`src/design/tta_pkg.sv`:
```
`timescale 1ns / 1ps

package tta_pkg;

    localparam int ADC_BITS = 12;
    localparam int CHANNELS = 3;
    localparam int CH_W     = 2;

    localparam logic [ADC_BITS-1:0] ADC_FS = {ADC_BITS{1'b1}};
    localparam int R_DIV_W = 14;
    localparam logic [R_DIV_W-1:0] R_DIV = 14'd10000;
    localparam int X_W = ADC_BITS + R_DIV_W;

    localparam int P_W     = $clog2(X_W);
    localparam int FRAC_W  = 24;
    localparam int LOG_W   = P_W + FRAC_W;
    localparam int M_W     = 31;
    localparam int LOG_LAT = FRAC_W + 1;

    localparam int LN_W = LOG_W;
    localparam logic [31:0] LN2_Q32 = 32'd2977044472;

    localparam int COEF_W = 48;
    localparam int HALF   = COEF_W / 2;
    localparam int L2_W   = 2 * LN_W - FRAC_W;
    localparam int L2_LO  = (L2_W + 1) / 2;
    localparam int BL_W   = COEF_W + LN_W - FRAC_W;
    localparam int L3_W   = L2_W + LN_W - FRAC_W;
    localparam int L3_LO  = (L3_W + 1) / 2;
    localparam int PC_W   = HALF + L3_LO;
    localparam int CLF_W  = COEF_W + L3_W;
    localparam int CL_W   = CLF_W - FRAC_W;
    localparam int SUM_W  = 64;

    localparam int Q_W      = 25;
    localparam int DIV_W    = 62;
    localparam int DIV_LAT  = Q_W;
    localparam int RECIP_SH = 56;
    localparam logic [DIV_W-1:0] R_INIT = DIV_W'(1) << (RECIP_SH - Q_W);
    localparam int T_W = Q_W + 2;
    localparam logic signed [T_W-1:0] ZERO_C = 27'sd17901158;

    localparam int NOM_W = 8;
    localparam int THR_W = 8;
    localparam int TMP_W = 8;
    localparam logic signed [TMP_W-1:0] TEMP_MAX = 8'sd127;
    localparam logic signed [TMP_W-1:0] TEMP_MIN = -8'sd128;

    localparam int ST_D    = LOG_LAT;
    localparam int ST_L    = ST_D + 1;
    localparam int ST_P1   = ST_L + 1;
    localparam int ST_P2   = ST_P1 + 1;
    localparam int ST_P3   = ST_P2 + 1;
    localparam int ST_P4   = ST_P3 + 1;
    localparam int ST_P5   = ST_P4 + 1;
    localparam int ST_INV  = ST_P5 + 1;
    localparam int ST_CLS  = ST_INV + 1;
    localparam int ST_DQ   = ST_CLS + DIV_LAT;
    localparam int ST_T    = ST_DQ + 1;
    localparam int META_N  = ST_T + 1;

    localparam int QDEPTH = 4;
    localparam int QP_W   = $clog2(QDEPTH);
    localparam int QC_W   = $clog2(QDEPTH + 1);

    localparam int CFG_IDX_W = 3;

    typedef enum logic [CFG_IDX_W-1:0] {
        REG_COEFF_A,
        REG_COEFF_B,
        REG_COEFF_C,
        REG_NOM0,
        REG_NOM1,
        REG_NOM2,
        REG_THRESHOLD
    } reg_idx_t;

    typedef struct packed {
        logic signed [COEF_W-1:0]       coeff_a;
        logic signed [COEF_W-1:0]       coeff_b;
        logic signed [COEF_W-1:0]       coeff_c;
        logic [CHANNELS-1:0][NOM_W-1:0] nominal;
        logic [THR_W-1:0]               threshold;
    } cfg_t;

    localparam logic signed [COEF_W-1:0] COEF_RST = COEF_W'(1) << 40;

    localparam cfg_t CFG_RST = '{
        coeff_a:   COEF_RST,
        coeff_b:   COEF_RST,
        coeff_c:   COEF_RST,
        nominal:   {8'd15, 8'd3, 8'd8},
        threshold: 8'd10
    };

    typedef struct packed {
        logic [X_W-1:0]      x_hi;
        logic [ADC_BITS-1:0] x_lo;
        logic                inval;
        logic                chan_ok;
        logic [CH_W-1:0]     chan;
    } q_item_t;

    typedef struct packed {
        logic            vld;
        logic            inval;
        logic            chan_ok;
        logic [CH_W-1:0] chan;
        logic            sat_hi;
        logic            sat_lo;
    } meta_t;

    typedef struct packed {
        logic                    vld;
        logic signed [TMP_W-1:0] temperature;
        logic                    alarm;
        logic                    inval;
        logic [CH_W-1:0]         chan;
    } res_t;

endpackage

```
`src/design/tta_front.sv`:
```
`timescale 1ns / 1ps

module tta_front import tta_pkg::*; (
    input  logic                clk,
    input  logic                rst_n,
    input  logic                push,
    input  logic [ADC_BITS-1:0] adc_sample,
    input  logic [CH_W-1:0]     channel,
    output logic                full,
    input  logic                take,
    output q_item_t             head,
    output logic                head_vld
);

    q_item_t          item;
    q_item_t          q_mem [QDEPTH];
    logic [QP_W-1:0]  wr_ptr_reg;
    logic [QP_W-1:0]  rd_ptr_reg;
    logic [QC_W-1:0]  cnt_reg;
    logic [QC_W-1:0]  cnt_next;
    logic             wr;

    always_comb
    begin
        item.x_hi    = X_W'(X_W'(R_DIV) * X_W'(adc_sample));
        item.x_lo    = ADC_FS - adc_sample;
        item.inval   = (adc_sample == '0) || (adc_sample == ADC_FS);
        item.chan_ok = (32'(channel) < CHANNELS);
        item.chan    = channel;
    end

    assign full     = (cnt_reg == QC_W'(QDEPTH));
    assign wr       = push && !full;
    assign head     = q_mem[rd_ptr_reg];
    assign head_vld = (cnt_reg != '0);
    assign cnt_next = cnt_reg + QC_W'(wr) - QC_W'(take);

    always_ff @(posedge clk or negedge rst_n)
    begin
        if (!rst_n)
        begin
            wr_ptr_reg <= '0;
            rd_ptr_reg <= '0;
            cnt_reg    <= '0;
        end
        else
        begin
            if (wr)
                wr_ptr_reg <= wr_ptr_reg + 1'b1;
            if (take)
                rd_ptr_reg <= rd_ptr_reg + 1'b1;
            cnt_reg <= cnt_next;
        end
    end

    always_ff @(posedge clk)
    begin
        if (wr)
            q_mem[wr_ptr_reg] <= item;
    end

endmodule

```
`config.mk`:
```
export PLATFORM = sky130hd
export DESIGN_NAME = tta_front
export DESIGN_NICKNAME = d
export VERILOG_FILES = /design/src/design/tta_pkg.sv /design/src/design/tta_front.sv
export SDC_FILE = /design/constraint.sdc
export NUM_CORES = 1
export LEC_CHECK = 0
export BUFFER_PORTS_ARGS = -buffer_cell sky130_fd_sc_hd__buf_2
export CELL_PAD_IN_SITES_DETAIL_PLACEMENT = 1
export CELL_PAD_IN_SITES_GLOBAL_PLACEMENT = 2
export CORE_UTILIZATION = 35
export CTS_CLUSTER_SIZE = 24
export DETAILED_ROUTE_END_ITERATION = 7
export PLACE_DENSITY = 0.65
export SLEW_MARGIN = 30
export SYNTH_ARGS = -nofsm -noshare
export SYNTH_HDL_FRONTEND = slang
export SYNTH_SLANG_ARGS = --single-unit
```
`constraint.sdc`:
```
create_clock -name clk -period 2.7 [get_ports clk]
set_input_delay 0.135 -clock clk [delete_from_list [all_inputs] [get_ports clk]]
set_output_delay 0.135 -clock clk [all_outputs]
set_load 0.01 [all_outputs]
```
# == Yosys cells after proc, flatten, opt, wreduce, memory -nomap -nowiden ==
# Memories as Yosys holds them, arrays and structs flattened.
# Index checks and enable logic that the tools add are counted.
# word_totals
reg_bits,7
latch_bits,0
mem_bits_rw,152
romBits,0
inputBits,18
output_inout_bits,44
elab_cells,20
mem_count,1
# mem_list
name,depth,word_bits,read_ports,rd_ports_with_merged_regs,wr,line,rtl
q_mem,4,38,1,0,1,tta_front.sv:16,q_item_t q_mem [QDEPTH];
# classes
n_addsub,5
n_mul,1
div_mod_pow,0
magnitude_cmp,1
n_eq_ne,2
shift,0
n_mux,2
bitwise,0
n_reduce_logical,5
# ops
op,n
$mul A10 B12 Y22 const A,1
$eq A12 B12 Y1 const B,1
$logic_not A12 Y1,1
$sub A12 B12 Y12 const A,1
$add A2 B1 Y2 const B,2
$add A3 B1 Y3,1
$eq A3 B3 Y1 const B,1
$reduce_bool A3 Y1,1
$sub A3 B1 Y3,1
$lt A2 B2 Y1 const B,1
$mux W1,2
$logic_and A1 B1 Y1,1
$logic_not A1 Y1,1
$logic_or A1 B1 Y1,1

# == Depth between registers and ports, before layout ==
# Gate-level depths: netlist of run 1.
# logic_depth
word_depth,5
depth_mapped,17
ltp_nobuf,17

# == Worst setup path after synthesis of run 1 ==
# OpenSTA, ideal clock, no wires.
# synth_timing
path_kind,input -> register
from,in adc_sample[4]
to,mem q_mem[0][35] (netlist bit) (data pin)
setup_ns,0.272
arrival_time_ns,3.984
required_time_ns,2.428
setup_slack_ns,-1.556
cell_stages,17
path_buffers,0
path_cell_list,inv_1 fa_1 inv_1 ha_1 inv_1 fa_1 inv_1 ha_1 inv_1 fa_1 inv_1 ha_1 and3_4 a221o_1 a211oi_2 o21ai_1 xor2_1
# synth_lines
element,line,rtl
from (decl),tta_front.sv:7,"input logic [ADC_BITS-1:0] adc_sample,"
to (decl),tta_front.sv:16,

==> results.sh, run 1 <==
export IMPL_crit_type="input port to flip-flop"
export IMPL_syn_avg_cell_area_um2=16.3
export IMPL_slew_headroom_pct=62.8
export IMPL_synth_compound_area_share_pct=4.18
export IMPL_whs_ns=0.0639
export IMPL_async_reset_ff_share_pct=4.40
export IMPL_dpl_cell_count=922
export IMPL_clock_latency_ns=0.42
export IMPL_synthAdderAreaFrac_pct=17.4
export IMPL_cts_htree_levels=4
export IMPL_core_area_um2=22600
export IMPL_power_leakage_uw=0.00433
export IMPL_period_share_pct=143
export IMPL_crit_path_cell_trace="buf_8, clkinvlp_4, buf_6, fa_1, inv_2, ha_4, inv_2, fa_1, inv_2, ha_4, inv_2, fa_1, inv_2, ha_4, and3_4, a221o_1, a211oi_2, buf_4, o21ai_4, xor2_2"
export IMPL_setup_viol=48
export IMPL_p_int_uw=8450
export IMPL_path_delay_family="adder cells"
export IMPL_cts_buffer_depth=2
export IMPL_status="finished, violations left"
export IMPL_end_kind="flip-flop"
export IMPL_yosysUniqueCellTypes=42
export IMPL_first_pass_iters=4
export IMPL_dpl_hpwl_mm=13.4
export IMPL_via_per_inst=4.88
export IMPL_final_cells=966
export IMPL_num_rows=55
export IMPL_critPathMaxFanout=4
export IMPL_critPathMostFrequentCell="inv_2"
export IMPL_cts_sinks=159
export IMPL_max_freq_mhz=259
export IMPL_drt_first_iter_violations=131
export IMPL_grt_usage_pct=17.2
export IMPL_synth_edf_count=152
export IMPL_dp_slack_ns=-1.65
export IMPL_ys_warn_count=0
export IMPL_muxShareOfSynthArea_pct=10.7
export IMPL_io_pins=62
export IMPL_avgRoutedWirePerCell_um=19.2
export IMPL_worst_slack_ns=-1.16
export IMPL_hold_viol_final=0
export IMPL_antenna_found_initial=0
export IMPL_netlist_area_um2=8080
export IMPL_fillCellCount=2179
export IMPL_cts_made_buffers=17
export IMPL_drtAntennaViolNets=0
export IMPL_tightestPinTransition_ns=0.557
export IMPL_max_vdd_ir_drop_v=0.000517
export IMPL_grt_pass1_vias=5395
export IMPL_die_width_um=154
export IMPL_fin_worst_skew_ns=0.00606
export IMPL_routed_wl_mm=18.6
export IMPL_drv_cap=0
export IMPL_crit_slowest_cell="fa_1"
export IMPL_dieHeight_um=154
export IMPL_final_layout_size_suffix_gt1_share_pct=45.4
export IMPL_synth_top_family_by_area="adder cells"
export IMPL_grt_max_degree=26
export IMPL_diodes=0
export IMPL_p_per_area_nw_per_um2=1200
export IMPL_yosys_area_share_simple_pct=2.53
export IMPL_min_path_type="input port to flip-flop"
export IMPL_cp_start_kind="input port"
export IMPL_drv_slew=0
export IMPL_yosysSeqAreaShare_pct=58.7
export IMPL_final_util_pct=47.8
export IMPL_routabilityCongestion=0.819
export IMPL_sequentialPowerShare_pct=31.1
export IMPL_cpPeakStageDelay_ns=0.57
export IMPL_syn_instance_count=495
export IMPL_start_util_pct=35.7
export IMPL_combPwrFrac_pct=49.1
export IMPL_grt_setup_unrepaired="true"
export IMPL_synth_xor_area_share_pct=2.06
export IMPL_p_switching_uw=4560
export IMPL_nets=784
export IMPL_die_area_um2=23700
export IMPL_min_period_ns=3.86
export IMPL_cts_tree="built"
export IMPL_clkTransAtPathRegs_ns=0.07
export IMPL_violations="negative setup slack"
export IMPL_switching_share_pct=35.0
export IMPL_arrival_ns=4.03
export IMPL_worstPathRequired_ns=2.87
export IMPL_crit_buf_inv=9
export IMPL_largest_register_ffs=152
export IMPL_ys_flop_type="edfxtp_1"
export IMPL_port_buffers=57
export IMPL_synth_seq_cells=159
export IMPL_grt_pass1_wl_mm=30.3
export IMPL_drc_errors=0
export IMPL_via_count=4715
export IMPL_fin_tns_setup_ns=-43.45
export IMPL_clkPwrFrac_pct=19.7
export IMPL_cts_root_buf="clkbuf_16"
export IMPL_area_growth_pct=33.9
export IMPL_grt_ovfl_total=0
synthesized netlist by cell type (all sizes together) (2+ instances only):
master	instances	area share (%)
edfxtp	152	57
ha	74	11
inv	73	3.4
mux4	38	11
fa	24	5.9
nand2	14	0.65
a21oi	13	0.81
xnor2	12	1.3
o21ai	11	0.68
a21o	9	0.84
buf	9	0.68
dfrtp	7	2.2
xor2	7	0.76
clkbuf	6	0.28
and2	4	0.31
nor2	4	0.19
nor3	4	0.25
a21boi	3	0.28
nand2b	3	0.23
nand3	3	0.19
o211ai	3	0.28
a2111oi	2	0.22
a211oi	2	0.25
nand4	2	0.15
nor3b	2	0.19
power groups by stage:
stage / clock network, µW / registers [µW] / logic (µW)
floorplan: 0 / 3940 / 3300
global placement: 0 / 4080 / 5310
detailed placement: 0 / 4120 / 5470
CTS: 2630 / 4070 / 6190
global route: 2730 / 4130 / 6980
finish: 2570 / 4050 / 6390
stage by stage:
| step | power, µW | instance area, µm² |
|---|---|---|
| final | 13000 | 10800 |
| after global routing | 13800 | 10800 |
| after CTS | 12900 | 10700 |
| after detailed placement | 9590 | 9590 |
| after global placement | 9380 | 9590 |
| after floorplan | 7240 | 8230 |
worst reg2reg max path, delay by kind of cell (launching register included):
kind / cells / cell delay [ns]
flip-flops: 1 / 0.44
AND/OR/NAND/NOR: 2 / 0.36
XOR/XNOR: 2 / 0.35
buffers and inverters: 4 / 0.34
adder cells (fa/ha/maj): 3 / 0.72
area by class of cell:
| type | instances | area (µm²) | share of cell area, % |
|---|---|---|---|
| sequential | 159 | 4740 | 43.9 |
| clock inverter | 15 | 199 | 1.84 |
| inverter | 73 | 289 | 2.67 |
| clock buffer | 17 | 425 | 3.93 |
| multi-input combinational | 251 | 3540 | 32.7 |
| timing repair buffer | 166 | 1260 | 11.7 |
| tap | 285 | 357 | 3.30 |
routing by layer:
| metal | part of all wire (%) | track usage, % | up-vias |
|---|---|---|---|
| li1 | - | - | 2185 |
| met1 | 43 | 21.5 | 2445 |
| met2 | 53 | 30.3 | 60 |
| met3 | 1.9 | 2.71 | 25 |
| met4 | 1.6 | 5.81 | 0 |
| met5 | 0 | 0 | - |
logic make-up (layout without fill, tap and decap cells):
logic type               after synthesis  after routing
multiplexers                          39             39
adder cells (fa/ha/maj)               98             98
other                                  1              4
AND/OR/NAND/NOR                       40             40
flip-flops                           159            159
AO/OA/AOI/OAI                         51             51
buffers and inverters                 88            271
XOR/XNOR                              19             19
path summary, 6_finish.rpt:
kind | slack [ns] | from | endpoint | depth (start not counted)
setup / recovery | -1.16 | adc_sample[4] | q_mem[1][35]$_DFFE_PP_ | 20
min in group asynchronous | 0.08 | rst_n | cnt_reg[2]$_DFF_PN0_ | 2
hold / removal | 0.06 | adc_sample[3] | q_mem[3][19]$_DFFE_PP_ | 2
hold reg to reg | 0.55 | cnt_reg[0]$_DFF_PN0_ | cnt_reg[0]$_DFF_PN0_ | 1
setup reg to reg | 0.43 | cnt_reg[1]$_DFF_PN0_ | cnt_reg[2]$_DFF_PN0_ | 11
max in group asynchronous | 2.45 | rst_n | rd_ptr_reg[0]$_DFFE_PN0P_ | 2
timing repair:
item,CTS,global route
endpoints found under the setup margin,56,56
endpoints found under the hold margin,17,0
pin swaps,39,19
resized for setup,68,26
setup buffers,11,6
hold buffers,4,0
cells in the final DEF (no fill, tap or decap), types with 3 or more instances in the layout:
master,n
a21o_1,9
a21oi_1,8
a21oi_4,3
and2_2,4
buf_12,5
buf_2,53
buf_4,87
buf_6,14
buf_8,3
bufinv_16,3
clkbuf_16,17
clkinvlp_4,7
conb_1,4
dfrtp_1,5
dlygate4sd3_1,4
edfxtp_1,152
fa_1,23
ha_1,57
ha_4,17
inv_1,55
inv_2,14
inv_6,4
inv_8,3
mux4_2,38
nand2_1,12
nand2b_1,3
nor2_1,4
nor3_1,3
o211ai_1,3
o21ai_0,6
xnor2_1,6
xnor2_4,4
xor2_1,3
xor2_4,3
No activity file was read; power rests on OpenSTA's default activity.
==> inputs of run 2 (changes only) <==
CELL_PAD_IN_SITES_DETAIL_PLACEMENT = 0   (was 1)
CELL_PAD_IN_SITES_GLOBAL_PLACEMENT = 1   (was 2)
CORE_UTILIZATION = 50   (was 35)
PLACE_DENSITY = 0.78   (was 0.65)
==> results.sh, run 2 (synthesis results as in run 1) <==
export IMPL_critPathMaxFanout=4
export IMPL_drv_cap=0
export IMPL_die_area_um2=16700
export IMPL_core_area_um2=15800
export IMPL_end_kind="flip-flop"
export IMPL_grt_ovfl_total=0
export IMPL_ff2ff_path_depth=11
export IMPL_num_rows=46
export IMPL_cts_sinks=159
export IMPL_cp_start_kind="input port"
export IMPL_status="finished, violations left"
export IMPL_mostFrequentLayoutCell="edfxtp_1"
export IMPL_diodes=0
export IMPL_io_pins=62
export IMPL_nets=785
export IMPL_dieHeight_um=129
export IMPL_first_pass_iters=4
export IMPL_crit_buf_inv=9
export IMPL_avgRoutedWirePerCell_um=18.3
export IMPL_drt_first_iter_violations=143
export IMPL_dpl_hpwl_mm=11.3
export IMPL_period_share_pct=140
export IMPL_hold_viol_final=0
export IMPL_routabilityCongestion=0.860
export IMPL_worstPathRequired_ns=2.86
export IMPL_grt_pass1_vias=5101
export IMPL_cp_depth=20
export IMPL_dp_slack_ns=-1.60
export IMPL_cts_buffer_depth=2
export IMPL_critPathMostFrequentCell="inv_2"
export IMPL_drv_slew=0
export IMPL_max_vdd_ir_drop_v=0.000720
export IMPL_cts_tree="built"
export IMPL_switching_share_pct=33.9
export IMPL_antenna_found_initial=0
export IMPL_final_util_pct=67.9
export IMPL_setup_viol=52
export IMPL_cts_made_buffers=17
export IMPL_grt_usage_pct=21.9
export IMPL_min_path_type="input port to flip-flop"
export IMPL_path_delay_family="adder cells"
export IMPL_drtAntennaViolNets=0
export IMPL_via_per_inst=5.26
export IMPL_final_cell_mix="152 x edfxtp_1, 89 x buf_4, 55 x ha_1, 54 x inv_1, 53 x buf_2"
export IMPL_area_growth_pct=33.1
export IMPL_clock_latency_ns=0.43
export IMPL_cpPeakStageDelay_ns=0.51
export IMPL_grt_pass1_wl_mm=26.6
export IMPL_via_count=4723
export IMPL_crit_type="input port to flip-flop"
export IMPL_cts_root_buf="clkbuf_16"
export IMPL_p_per_area_nw_per_um2=1200
export IMPL_crit_slowest_cell="fa_1"
export IMPL_clkPwrFrac_pct=19.5
export IMPL_largest_register_ffs=152
export IMPL_grt_max_degree=39
export IMPL_arrival_ns=3.94
export IMPL_p_int_uw=8550
export IMPL_crit_path_cell_trace="buf_8, clkinvlp_4, buf_4, fa_1, inv_2, ha_4, inv_2, fa_1, inv_2, ha_4, inv_2, fa_1, inv_2, ha_4, and3_4, a221o_1, a211oi_2, buf_4, o21ai_4, xor2_2"
export IMPL_cts_htree_levels=4
export IMPL_r2r_slack_ns=0.51
export IMPL_max_freq_mhz=264
export IMPL_fin_worst_skew_ns=0.00879
export IMPL_holdPathStages=2
export IMPL_die_width_um=129
export IMPL_worst_slack_ns=-1.08
export IMPL_power_uw=12900
export IMPL_min_period_ns=3.78
export IMPL_port_buffers=57
export IMPL_grt_setup_unrepaired="true"
export IMPL_power_leakage_uw=0.00434
export IMPL_combPwrFrac_pct=50.1
export IMPL_p_switching_uw=4380
export IMPL_sequentialPowerShare_pct=30.5
export IMPL_routed_wl_mm=16.4
export IMPL_violations="negative setup slack"
export IMPL_start_util_pct=51.0
export IMPL_clkTransAtPathRegs_ns=0.06
export IMPL_drc_errors=0
export IMPL_final_layout_size_suffix_gt1_share_pct=45.7
[run 2: cell types whose count changed in the layout (fill, tap and decap cells not counted), sizes merged]
cell | previous run | this run
clkinv | 2 | 4
dlygate4sd3 | 4 | 5
clkinvlp | 7 | 5
inv | 76 | 71
clkbuf | 17 | 22
[run 2: layout make-up]
class                           count  area (µm²)
Inverter                           73         289
Fill cell                        1068        5080
Multi-Input combinational cell    251        3570
Tap cell                          216         270
Timing Repair Buffer              167        1240
Clock buffer                       22         484
Clock inverter                     10         151
Sequential cell                   159        4740
[run 2: power by group through the flow]
stage                     logic (µW)  clock network, µW  registers, µW
after detailed placement        5380                  0           3990
after floorplan                 3300                  0           3940
after global placement          5260                  0           3940
after global routing            7070               2640           3990
after CTS                       6080               2560           3950
final                           6470               2520           3940
[run 2: path summary, 6_finish.rpt]
kind | start | endpoint
max in group asynchronous | rst_n | rd_ptr_reg[0]$_DFFE_PN0P_
min reg2reg | cnt_reg[0]$_DFF_PN0_ | cnt_reg[0]$_DFF_PN0_
max reg2reg | cnt_reg[1]$_DFF_PN0_ | cnt_reg[2]$_DFF_PN0_
min in group asynchronous | rst_n | cnt_reg[1]$_DFF_PN0_
max | adc_sample[5] | q_mem[0][35]$_DFFE_PP_
min | adc_sample[3] | q_mem[3][19]$_DFFE_PP_
[run 2: metal layers]
metal,global-route usage (%),vias up,part of all wire [%],routed length [µm]
li1,-,2187,-,-
met1,27.2,2408,42,6950
met2,36.9,96,51,8440
met3,5.04,32,3.2,519
met4,9.62,0,2.9,481
met5,0,-,0,0
[run 2: timing repair]
action | in CTS | in global routing
hold buffers | 5 | 0
endpoints found under the setup margin | 52 | 56
resized for setup | 70 | 30
pin swaps | 31 | 34
gates cloned | 0 | 0
setup buffers | 13 | 7
hold endpoints to repair | 21 | 0
[run 2: stage by stage]
step | hold slack [ns] | cell area, µm² | setup TNS (ns) | instances
after detailed placement | -0.0230 | 9440 | -73.73 | 848
final | 0.0526 | 10700 | -42.87 | 898
after global routing | 0.0499 | 10700 | -48.91 | 898
after CTS | 0.0351 | 10600 | -42.68 | 895
after floorplan | -0.161 | 8230 | -48.16 | 498
after global placement | -0.0274 | 9440 | -72.61 | 848
